$ cat config.mk
export PLATFORM = sky130hd
export DESIGN_NAME = interval_timer_counter_with_prescaler
export DESIGN_NICKNAME = d
export VERILOG_FILES = /design/src/rtl/itc_pkg.sv /design/src/rtl/itc_inreg.sv /design/src/rtl/itc_core.sv /design/src/rtl/itc_outreg.sv /design/src/rtl/interval_timer_counter_with_prescaler.sv
export VERILOG_INCLUDE_DIRS = /design/src /design/src/rtl
export SDC_FILE = /design/constraint.sdc
export NUM_CORES = 1
export LEC_CHECK = 0
export BUFFER_PORTS_ARGS = -buffer_cell sky130_fd_sc_hd__buf_2
export CELL_PAD_IN_SITES_DETAIL_PLACEMENT = 0
export CELL_PAD_IN_SITES_GLOBAL_PLACEMENT = 1
export CORE_UTILIZATION = 40
export CTS_BUF_LIST = sky130_fd_sc_hd__clkbuf_8
export CTS_CLUSTER_DIAMETER = 100
export DETAILED_ROUTE_END_ITERATION = 8
export PLACE_DENSITY_LB_ADDON = 0.08
export SLEW_MARGIN = 20
export SYNTH_ARGS = -nofsm -noshare
export SYNTH_HDL_FRONTEND = slang
export SYNTH_SLANG_ARGS = --single-unit
$ cat constraint.sdc
create_clock -name clk -period 7.8 [get_ports clk]
set_clock_uncertainty 0.1 [all_clocks]
set_input_delay 0.78 -clock clk [delete_from_list [all_inputs] [get_ports clk]]
set_output_delay 0.78 -clock clk [all_outputs]
set_load 0.01 [all_outputs]
$ cat src/rtl/interval_timer_counter_with_prescaler_defines.svh
// Assertion macros used by the interval timer core.
`ifndef INTERVAL_TIMER_COUNTER_WITH_PRESCALER_DEFINES_SVH
`define INTERVAL_TIMER_COUNTER_WITH_PRESCALER_DEFINES_SVH

// Check that a condition implies another one in the same cycle.
`define ITC_ASSERT_SAME(label, clk, rst, ante, cons, msg) \
  label: assert property (@(posedge clk) disable iff (rst) (ante) |-> (cons)) \
    else $error(msg);

// Check that a condition implies another one in the following cycle.
`define ITC_ASSERT_NEXT(label, clk, rst, ante, cons, msg) \
  label: assert property (@(posedge clk) disable iff (rst) (ante) |=> (cons)) \
    else $error(msg);

`endif

$ cat src/rtl/itc_pkg.sv
// Types and constants of the interval timer/counter.
`timescale 1ns / 1ps
package itc_pkg;

  // Counter width and prescale counter width
  localparam int CNT_W = 16;
  localparam int PRE_W = 17;
  localparam int RD_W  = 16;

  // Word operations
  localparam logic [1:0] OP_TICK  = 2'd0;
  localparam logic [1:0] OP_READ  = 2'd1;
  localparam logic [1:0] OP_WRITE = 2'd2;

  // Register byte offsets
  localparam logic [6:0] OFS_CLOCK_CTRL   = 7'h00;
  localparam logic [6:0] OFS_COUNTER_CTRL = 7'h0C;
  localparam logic [6:0] OFS_COUNT        = 7'h18;
  localparam logic [6:0] OFS_INTERVAL     = 7'h24;
  localparam logic [6:0] OFS_STATUS       = 7'h54;
  localparam logic [6:0] OFS_ENABLE       = 7'h60;

  // Counter control bit positions
  localparam int BIT_STOP  = 0;
  localparam int BIT_MODE  = 1;
  localparam int BIT_CLEAR = 4;

  typedef struct packed {
    logic [1:0]  operation;
    logic [6:0]  reg_offset;
    logic [31:0] write_data;
  } itc_in_t;

  typedef struct packed {
    logic [RD_W-1:0] read_data;
    logic            irq;
  } itc_out_t;

endpackage

$ cat src/rtl/itc_inreg.sv
// Input register stage of the interval timer.
`timescale 1ns / 1ps
module itc_inreg
  import itc_pkg::*;
(
  input  logic    clk,
  input  logic    rst,
  input  logic    item_valid,
  output logic    item_ready,
  input  itc_in_t item,
  output logic    stage_valid,
  output itc_in_t stage_item,
  input  logic    advance
);

  // Take a new word when empty or when the held word moves on
  assign item_ready = !stage_valid || advance;

  always_ff @(posedge clk) begin
    if (rst) begin
      stage_valid <= 1'b0;
    end else if (item_ready) begin
      stage_valid <= item_valid;
    end
  end

  // Hold payload until replaced
  always_ff @(posedge clk) begin
    if (item_valid && item_ready) begin
      stage_item <= item;
    end
  end

endmodule

$ cat src/rtl/itc_core.sv
// Timer state registers and per-word update logic.
`timescale 1ns / 1ps
`include "interval_timer_counter_with_prescaler_defines.svh"
module itc_core
  import itc_pkg::*;
(
  input  logic     clk,
  input  logic     rst,
  input  logic     fire,
  input  itc_in_t  stage_item,
  output itc_out_t res
);

  logic             prescale_on, prescale_on_next;
  logic [3:0]       prescale_exponent, prescale_exponent_next;
  logic [PRE_W-1:0] prescale_count, prescale_count_next;
  logic             counter_stopped, counter_stopped_next;
  logic             interval_mode, interval_mode_next;
  logic [CNT_W-1:0] count_value, count_value_next;
  logic [CNT_W-1:0] interval_limit, interval_limit_next;
  logic             interval_flag, interval_flag_next;
  logic             interval_irq_enable, interval_irq_enable_next;

  logic [PRE_W-1:0] pc_inc;
  logic [PRE_W-1:0] period;
  logic [RD_W-1:0]  rd;
  logic             adv;
  logic [31:0]      d;

  assign d      = stage_item.write_data;
  assign pc_inc = prescale_count + PRE_W'(1);
  assign period = PRE_W'(1) << ({1'b0, prescale_exponent} + 5'd1);

  // Compute next state and read data for the word at the stage
  always_comb begin
    prescale_on_next         = prescale_on;
    prescale_exponent_next   = prescale_exponent;
    prescale_count_next      = prescale_count;
    counter_stopped_next     = counter_stopped;
    interval_mode_next       = interval_mode;
    count_value_next         = count_value;
    interval_limit_next      = interval_limit;
    interval_flag_next       = interval_flag;
    interval_irq_enable_next = interval_irq_enable;
    rd                       = '0;
    adv                      = 1'b0;
    if (fire) begin
      unique case (stage_item.operation)
        OP_TICK: begin
          if (!counter_stopped) begin
            if (prescale_on) begin
              if (pc_inc >= period) begin
                prescale_count_next = '0;
                adv                 = 1'b1;
              end else begin
                prescale_count_next = pc_inc;
              end
            end else begin
              adv = 1'b1;
            end
          end
        end
        OP_READ: begin
          unique case (stage_item.reg_offset)
            OFS_CLOCK_CTRL:   rd = RD_W'({prescale_exponent, prescale_on});
            OFS_COUNTER_CTRL: rd = RD_W'({interval_mode, counter_stopped});
            OFS_COUNT:        rd = RD_W'(count_value);
            OFS_INTERVAL:     rd = RD_W'(interval_limit);
            OFS_STATUS: begin
              rd                 = RD_W'(interval_flag);
              interval_flag_next = 1'b0;
            end
            OFS_ENABLE:       rd = RD_W'(interval_irq_enable);
            default:          rd = '0;
          endcase
        end
        OP_WRITE: begin
          unique case (stage_item.reg_offset)
            OFS_CLOCK_CTRL: begin
              prescale_on_next       = d[0];
              prescale_exponent_next = d[4:1];
            end
            OFS_COUNTER_CTRL: begin
              counter_stopped_next = d[BIT_STOP];
              interval_mode_next   = d[BIT_MODE];
              if (d[BIT_CLEAR]) begin
                count_value_next    = '0;
                prescale_count_next = '0;
              end
            end
            OFS_INTERVAL:   interval_limit_next = d[CNT_W-1:0];
            OFS_ENABLE:     interval_irq_enable_next = d[0];
            default:        ;
          endcase
        end
        default: ;
      endcase
      // Advance the counter, wrapping at the interval in interval mode
      if (adv) begin
        if (interval_mode && (count_value == interval_limit)) begin
          count_value_next   = '0;
          interval_flag_next = 1'b1;
        end else begin
          count_value_next = count_value + CNT_W'(1);
        end
      end
    end
  end

  assign res.read_data = rd;
  assign res.irq       = interval_flag_next & interval_irq_enable_next;

  // Control state
  always_ff @(posedge clk) begin
    if (rst) begin
      prescale_on         <= 1'b0;
      prescale_exponent   <= '0;
      prescale_count      <= '0;
      counter_stopped     <= 1'b1;
      interval_mode       <= 1'b0;
      count_value         <= '0;
      interval_limit      <= '0;
      interval_flag       <= 1'b0;
      interval_irq_enable <= 1'b0;
    end else begin
      prescale_on         <= prescale_on_next;
      prescale_exponent   <= prescale_exponent_next;
      prescale_count      <= prescale_count_next;
      counter_stopped     <= counter_stopped_next;
      interval_mode       <= interval_mode_next;
      count_value         <= count_value_next;
      interval_limit      <= interval_limit_next;
      interval_flag       <= interval_flag_next;
      interval_irq_enable <= interval_irq_enable_next;
    end
  end

  `ITC_ASSERT_NEXT(a_stopped_holds, clk, rst, fire && (stage_item.operation == OP_TICK) && counter_stopped, $stable(count_value) && $stable(prescale_count), "stopped counter moved on a tick")
  `ITC_ASSERT_NEXT(a_status_read_clears, clk, rst, fire && (stage_item.operation == OP_READ) && (stage_item.reg_offset == OFS_STATUS), !interval_flag, "status read left flag set")
  `ITC_ASSERT_NEXT(a_clear_bit, clk, rst, fire && (stage_item.operation == OP_WRITE) && (stage_item.reg_offset == OFS_COUNTER_CTRL) && stage_item.write_data[BIT_CLEAR], (count_value == '0) && (prescale_count == '0), "counter reset bit did not clear")

endmodule

$ cat src/rtl/itc_outreg.sv
// Result register of the interval timer.
`timescale 1ns / 1ps
module itc_outreg
  import itc_pkg::*;
(
  input  logic     clk,
  input  logic     rst,
  input  logic     stage_valid,
  input  itc_out_t res,
  output logic     advance,
  output logic     result_valid,
  input  logic     result_ready,
  output itc_out_t result
);

  // Load when empty or when the held word is being taken
  assign advance = stage_valid && (!result_valid || result_ready);

  always_ff @(posedge clk) begin
    if (rst) begin
      result_valid <= 1'b0;
    end else if (!result_valid || result_ready) begin
      result_valid <= stage_valid;
    end
  end

  // Hold result until taken
  always_ff @(posedge clk) begin
    if (advance) begin
      result <= res;
    end
  end

endmodule

$ cat src/rtl/interval_timer_counter_with_prescaler.sv
// Top level of the register-mapped interval timer/counter.
`timescale 1ns / 1ps
// Each word is a prescaler tick, a register read or a register write; each
// gives one result word (read data and the interrupt line after the word).
// The block takes one word per clock unless a held result stalls it. A word
// accepted sits in the input register; the core computes its result
// combinationally, and the result register loads it when empty or when its
// word is taken, which also updates the counter state. That per-word update sets
// the rate; a held result stalls the input only while both registers are full.
module interval_timer_counter_with_prescaler
  import itc_pkg::*;
(
  input  logic     clk,
  input  logic     rst,
  input  logic     item_valid,
  output logic     item_ready,
  input  itc_in_t  item,
  output logic     result_valid,
  input  logic     result_ready,
  output itc_out_t result
);

  logic     stage_valid;
  itc_in_t  stage_item;
  logic     advance;
  itc_out_t res;

  itc_inreg u_inreg (
    .clk         (clk),
    .rst         (rst),
    .item_valid  (item_valid),
    .item_ready  (item_ready),
    .item        (item),
    .stage_valid (stage_valid),
    .stage_item  (stage_item),
    .advance     (advance)
  );

  itc_core u_core (
    .clk        (clk),
    .rst        (rst),
    .fire       (advance),
    .stage_item (stage_item),
    .res        (res)
  );

  itc_outreg u_outreg (
    .clk          (clk),
    .rst          (rst),
    .stage_valid  (stage_valid),
    .res          (res),
    .advance      (advance),
    .result_valid (result_valid),
    .result_ready (result_ready),
    .result       (result)
  );

endmodule
==> impl_metrics.tcl, run 1 <==
set metrics [dict create \
    port-buffer-count 47 \
    ioPinCount 64 \
    synth_nets 594 \
    endpoint "u_core.count_value[2]" \
    cts_setup_buffers 0 \
    drtIter0Drc 239 \
    total_power_mw 0.951 \
    async_flop_share_pct 0 \
    r2r_end "u_core.count_value[2]" \
    reg2reg_from "u_core.prescale_count[0]" \
    critPathSlowestCell "nor3_1" \
    globalRouteOverflowTotal 0 \
    die-height_um 117 \
    worst_setup_path_end_kind "register" \
    insertion_delay_ps 380 \
    start_util_pct 41.3 \
    slew_headroom_pct 26.4 \
    start_kind "register" \
    cap_viol_max_count 0 \
    n_fill_cell 1284 \
    avgSynthCellArea_um2 9.92 \
    cts_buffer_depth 2 \
    synth_area_leaders "edfxtp_1 24%, dfxtp_1 23%, mux2i_1 5.5%, ha_1 4.5%, nor2_1 4.4%" \
    drc 0 \
    syn_to_final_growth_pct 10.2 \
    status "complete, no violations" \
    worst-slew-pin-transition_ps 1100 \
    stdcell_count 744 \
    synth_top_area_share_pct 24.0 \
    wl_met1_mm 6.34 \
    drive_above_1_share_pct 13.8 \
    top_layer_used "met4" \
    hpwlAfterDp_mm 9.26 \
    die_w_um 117 \
    ff2ff_path_depth 12 \
    netlist_area_mm2 0.00526 \
    core-area_mm2 0.0127 \
    fin_ws_ps 3850 \
    cts_buffers 9 \
    place_inst 728 \
    cts_tree "yes" \
    wl_met3_um 655 \
    cts_sinks 102 \
    vias_per_cell 5.52 \
    first_pass_iters 7 \
    post_drt_wl_per_cell_um 17.2 \
    ys_ff_latch 102 \
    std_cell_rows 41 \
    max_stage_delay_ps 580 \
    r2r_slack_ps 3850 \
    drv_slew 0 \
    required_ps 8030 \
    final_area_mm2 0.00580 \
    min_path_type "reg2reg" \
    crit_path_max_fanout 11 \
    crit_path_cell_trace "ha_1 -> and3_1 -> nand3_1 -> nor4_1 -> xor2_1 -> ha_1 -> nand4_1 -> nor3_1 -> nand2_1 -> a31o_2 -> nor3_1 -> a22o_1" \
    ys.flop_type "dfxtp_1" \
    finalSetupViolations 0 \
    fmax_mhz 253 \
    synthCells 530 \
    num_antenna_cells 0 \
    ir_worst_vdd_mv 0.135 \
    seqCellArea_mm2 0.00246 \
    ctsResizeCount 0 \
    final-hold-violation-count 0 \
    yosys-top-cells-count "62 x nor2_1, 60 x dfxtp_1, 44 x nand2_1, 42 x edfxtp_1, 34 x nand3_1" \
    synthDistinctLibCells 63 \
    htree_levels 3 \
    vias 4106 \
    final.period_utilization_pct 50.6 \
    dpl_cell_area_mm2 0.00560 \
    nets 631 \
    multi_input_area_mm2 0.00263 \
    startpoint "u_core.prescale_count[0]" \
    power_per_cell_area_mw_per_mm2 164 \
    grt_setup_unrepaired "no" \
    grt_pass1_wl_mm 20.6 \
    synth_most_common_cell "nor2_1" \
    yosys_warnings 0 \
    seq_area_frac_synth_pct 46.8 \
    grt_max_degree 51 \
    die_area_mm2 0.0136 \
    p_leak_nw 2.12 \
    clk_pin_slew_ps 90 \
    route.final.wire_length_mm 12.8 \
    synth_top_area_cell "edfxtp_1" \
    place_congestion 0.796 \
    grt_pass1_vias 3901 \
    grtUsageTotal_pct 20.4 \
    antenna_found_initial 0 \
    met2_length_mm 5.70 \
    root_buffer "clkbuf_8" \
    finalSetupTns_ps 0 \
    synth_edf_count 42 \
    holdBufCountCts 0 \
    place_ws_ps 3830 \
    setup.worst_path.class "reg2reg" \
    fin_crit_ps 3950 \
    ant_nets 0 \
    arrival_ps 4180 \
]
==> critical path: cells and delay by family, from the launching register on <==
family | cells | cell delay, ps
flops | 1 | 420
xor+xnor | 1 | 160
compound gates | 2 | 610
fa+ha+maj | 2 | 560
simple gates | 7 | 2050
==> cell usage in the layout (no fill, tap or decap), types with 5 or more instances in the layout <==
| cell type | netlist | layout |
|---|---|---|
| ha_1 | 19 | 19 |
| nand3_1 | 34 | 34 |
| and2_1 | 9 | 8 |
| nor3_1 | 8 | 8 |
| a21o_1 | 8 | 8 |
| nor4_1 | 5 | 5 |
| nand2b_1 | 7 | 7 |
| inv_1 | 10 | 11 |
| mux2i_1 | 29 | 29 |
| xnor2_1 | 20 | 20 |
| xor2_1 | 6 | 6 |
| nor2b_1 | 8 | 8 |
| and3_1 | 8 | 8 |
| edfxtp_1 | 42 | 42 |
| clkbuf_8 | 0 | 9 |
| dfxtp_1 | 60 | 60 |
| o21ai_0 | 9 | 9 |
| buf_2 | 7 | 47 |
| nand4_1 | 12 | 12 |
| nor2_1 | 62 | 62 |
| nand2_1 | 44 | 44 |
| a22oi_1 | 14 | 14 |
| a32oi_1 | 12 | 12 |
| a21oi_1 | 15 | 15 |
| a211oi_1 | 8 | 8 |
==> area by class of cell <==
type | instances | area share (%)
well taps | 172 | 3.71
multi-input cells | 394 | 45.3
clock inverters | 7 | 1.27
clock buffers | 9 | 2.14
flip-flops and latches | 102 | 42.5
inverters | 10 | 0.647
repair buffers | 50 | 4.45
==> per-stage QoR <==
step	hold WS (ps)	util, %
floorplan	356	-
global placement	367	44.0
detailed placement	375	44.0
CTS	397	45.6
global route	421	45.6
finish	393	45.6
==> where the power goes <==
group / internal, mW / total (mW) / switching, mW
registers: 0.567 / 0.575 / 0.00803
logic: 0.0137 / 0.0361 / 0.0224
clock network: 0.150 / 0.341 / 0.191
==> state kept, by name (all words and copies together) (netlist names) <==
register / cells
u_core.counter_stopped: 1
u_inreg.stage_valid: 1
u_core.prescale_count: 17
u_core.prescale_on: 1
u_core.count_value: 16
u_core.interval_limit: 16
u_core.interval_mode: 1
u_core.interval_irq_enable: 1
u_core.prescale_exponent: 4
u_inreg.stage_item: 25
u_outreg.result: 17
u_core.interval_flag: 1
u_outreg.result_valid: 1
==> routing by layer <==
layer / vias to the layer above / GRT usage (%)
met4: 0 / 4.30
met5: - / 0
met3: 9 / 4.83
met1: 1959 / 28.9
met2: 88 / 31.8
li1: 2050 / -
==> worst min-delay path by stage <==
stage	from	end	slack, ps	cells past startpoint
6_report	u_inreg.stage_item[7]	u_core.interval_limit[7]	390	2
3_3_place_gp	u_inreg.stage_item[10]	u_core.interval_limit[10]	370	2
4_1_cts	u_inreg.stage_item[7]	u_core.interval_limit[7]	400	2
3_5_place_dp	u_inreg.stage_item[7]	u_core.interval_limit[7]	370	2
2_1_floorplan	u_inreg.stage_item[5]	u_core.interval_limit[5]	360	2
5_1_grt	u_inreg.stage_item[12]	u_core.interval_limit[12]	420	2
==> cells by family (layout without fill, tap and decap cells) <==
logic type | count (synthesis) | in the layout | share of synthesized area, %
buf+inv | 34 | 76 | 3.26
mux | 29 | 29 | 5.52
flops | 102 | 102 | 46.8
other cells | 1 | 1 | 0.0713
fa+ha+maj | 19 | 19 | 4.52
compound gates | 97 | 97 | 14.1
xor+xnor | 26 | 26 | 4.33
simple gates | 222 | 222 | 21.4
Power figures use the tool's default switching activity.
==> run 2, diff against run 1 <==
==> constraint.sdc (replaced) <==
create_clock -name clk -period 3.75 [get_ports clk]
set_clock_uncertainty 0.1 [all_clocks]
set_input_delay 0.375 -clock clk [delete_from_list [all_inputs] [get_ports clk]]
set_output_delay 0.375 -clock clk [all_outputs]
set_load 0.01 [all_outputs]
==> impl_metrics.tcl, run 2 (synthesis results as in run 1) <==
set metrics [dict create \
    antenna_found_initial 0 \
    power_per_cell_area_mw_per_mm2 344 \
    reg_top3 "u_inreg.stage_item (25), u_core.prescale_count (17), u_outreg.result (17)" \
    holdBufCountCts 0 \
    setup.worst_path.class "reg2reg" \
    fmax_mhz 287 \
    root_buffer "clkbuf_8" \
    regMostFlops "u_inreg.stage_item" \
    grt_pass1_wl_mm 20.7 \
    cap_viol_max_count 0 \
    cts_buffer_depth 2 \
    status "complete, no violations" \
    hpwlAfterDp_mm 9.45 \
    nets 640 \
    cts_setup_buffers 0 \
    post_drt_wl_per_cell_um 17.1 \
    largest_reg_flops 25 \
    slew_headroom_pct 34.9 \
    clk_pin_slew_ps 110 \
    crit_path_max_fanout 15 \
    first_pass_iters 7 \
    cts_tree "yes" \
    ant_nets 0 \
    ioPinCount 64 \
    finalSetupViolations 0 \
    cts_sinks 102 \
    std_cell_rows 41 \
    p_leak_nw 2.20 \
    syn_to_final_growth_pct 13.0 \
    die_w_um 117 \
    die_area_mm2 0.0136 \
    final.period_utilization_pct 92.9 \
    num_antenna_cells 0 \
    ir_worst_vdd_mv 0.307 \
    htree_levels 3 \
    ctsResizeCount 0 \
    min_path_type "in2reg" \
    required_ps 3790 \
    grt_pass1_vias 3857 \
    fin_ws_ps 266 \
    vias 4210 \
    use_met3_pct 4.83 \
    total_power_mw 2.04 \
    vias_per_cell 5.59 \
    die-height_um 117 \
    route.final.wire_length_mm 12.9 \
    globalRouteOverflowTotal 0 \
    start_util_pct 41.3 \
    drc 0 \
    finalSetupTns_ps 0 \
    core-area_mm2 0.0127 \
    n_fill_cell 1296 \
    insertion_delay_ps 390 \
    gr-max-usage-layer "met2" \
    worst-slew-pin-transition_ps 976 \
    final-hold-violation-count 0 \
    grt_setup_unrepaired "no" \
    drive_above_1_share_pct 16.5 \
    start_kind "register" \
    arrival_ps 3520 \
    grtUsageMet2_pct 31.4 \
    grt_max_degree 31 \
    layout_common_cells "62 x nor2_1, 59 x dfxtp_1, 47 x buf_2" \
    cts_buffers 9 \
    drtIter0Drc 398 \
    place_congestion 0.771 \
    port-buffer-count 47 \
    drv_slew 0 \
    final_common_cell "nor2_1" \
    place_inst 737 \
    worst_setup_path_end_kind "register" \
    grtUsageTotal_pct 20.5 \
    stdcell_count 753 \
    grtUsageMet1_pct 29.4 \
    fin_crit_ps 3480 \
    place_ws_ps 38.5 \
]
-- run 2: cell count changes in the layout (fill, tap and decap cells not counted), sizes merged --
cell,delta
buf,+9
clkinv,-1
clkinvlp,-1
inv,+2
-- run 2: cell type report --
cell class	instances	area, µm²	share of cell area [%]
tap	172	215	3.62
clock inverter	7	97.6	1.64
timing repair buffer	59	338	5.68
multi-input combinational	394	2670	44.9
clock buffer	9	124	2.08
inverter	10	37.5	0.631
sequential	102	2460	41.4
-- run 2: power by group --
part	internal, mW	leakage (nW)	switching [mW]
clock network	0.333	0.113	0.437
registers	1.18	0.897	0.0178
logic	0.0286	1.19	0.0472
-- run 2: path summary, 6_finish.rpt --
kind                                            endpoint  slack, ps                      from  cells past startpoint
worst max register to register        u_outreg.result[0]        270  u_core.prescale_count[1]                     13
worst max-delay path                  u_outreg.result[0]        270  u_core.prescale_count[1]                     13
worst min register to register  u_core.interval_limit[7]        400     u_inreg.stage_item[7]                      2
worst min-delay path              u_inreg.stage_item[11]         50                  item[11]                      1
-- run 2: worst max-delay path: stages, from the launching register on --
cell	delay [ps]
dfxtp_1	380
ha_1	190
and3_1	260
and4_1	280
and3_1	190
xor2_1	220
ha_1	280
a21oi_1	120
o21ai_0	160
a221oi_4	380
a31oi_1	190
buf_12	200
a22oi_1	210
nor2_1	70
-- run 2: stage by stage --
stage / instance area, µm² / utilization (%) / hold WS [ps]
floorplan: 5260 / - / 356
global placement: 5680 / 44.6 / 366
detailed placement: 5680 / 44.6 / 375
CTS: 5900 / 46.4 / 27.4
global route: 5950 / 46.7 / 22.4
finish: 5950 / 46.7 / 55.0
-- run 2: layer usage --
layer	part of all wire, %	wire (µm)	up-vias
met5	0	0	-
met4	1.1	142	0
met1	49	6260	2006
met2	44	5730	126
li1	-	-	2065
met3	5.8	748	13
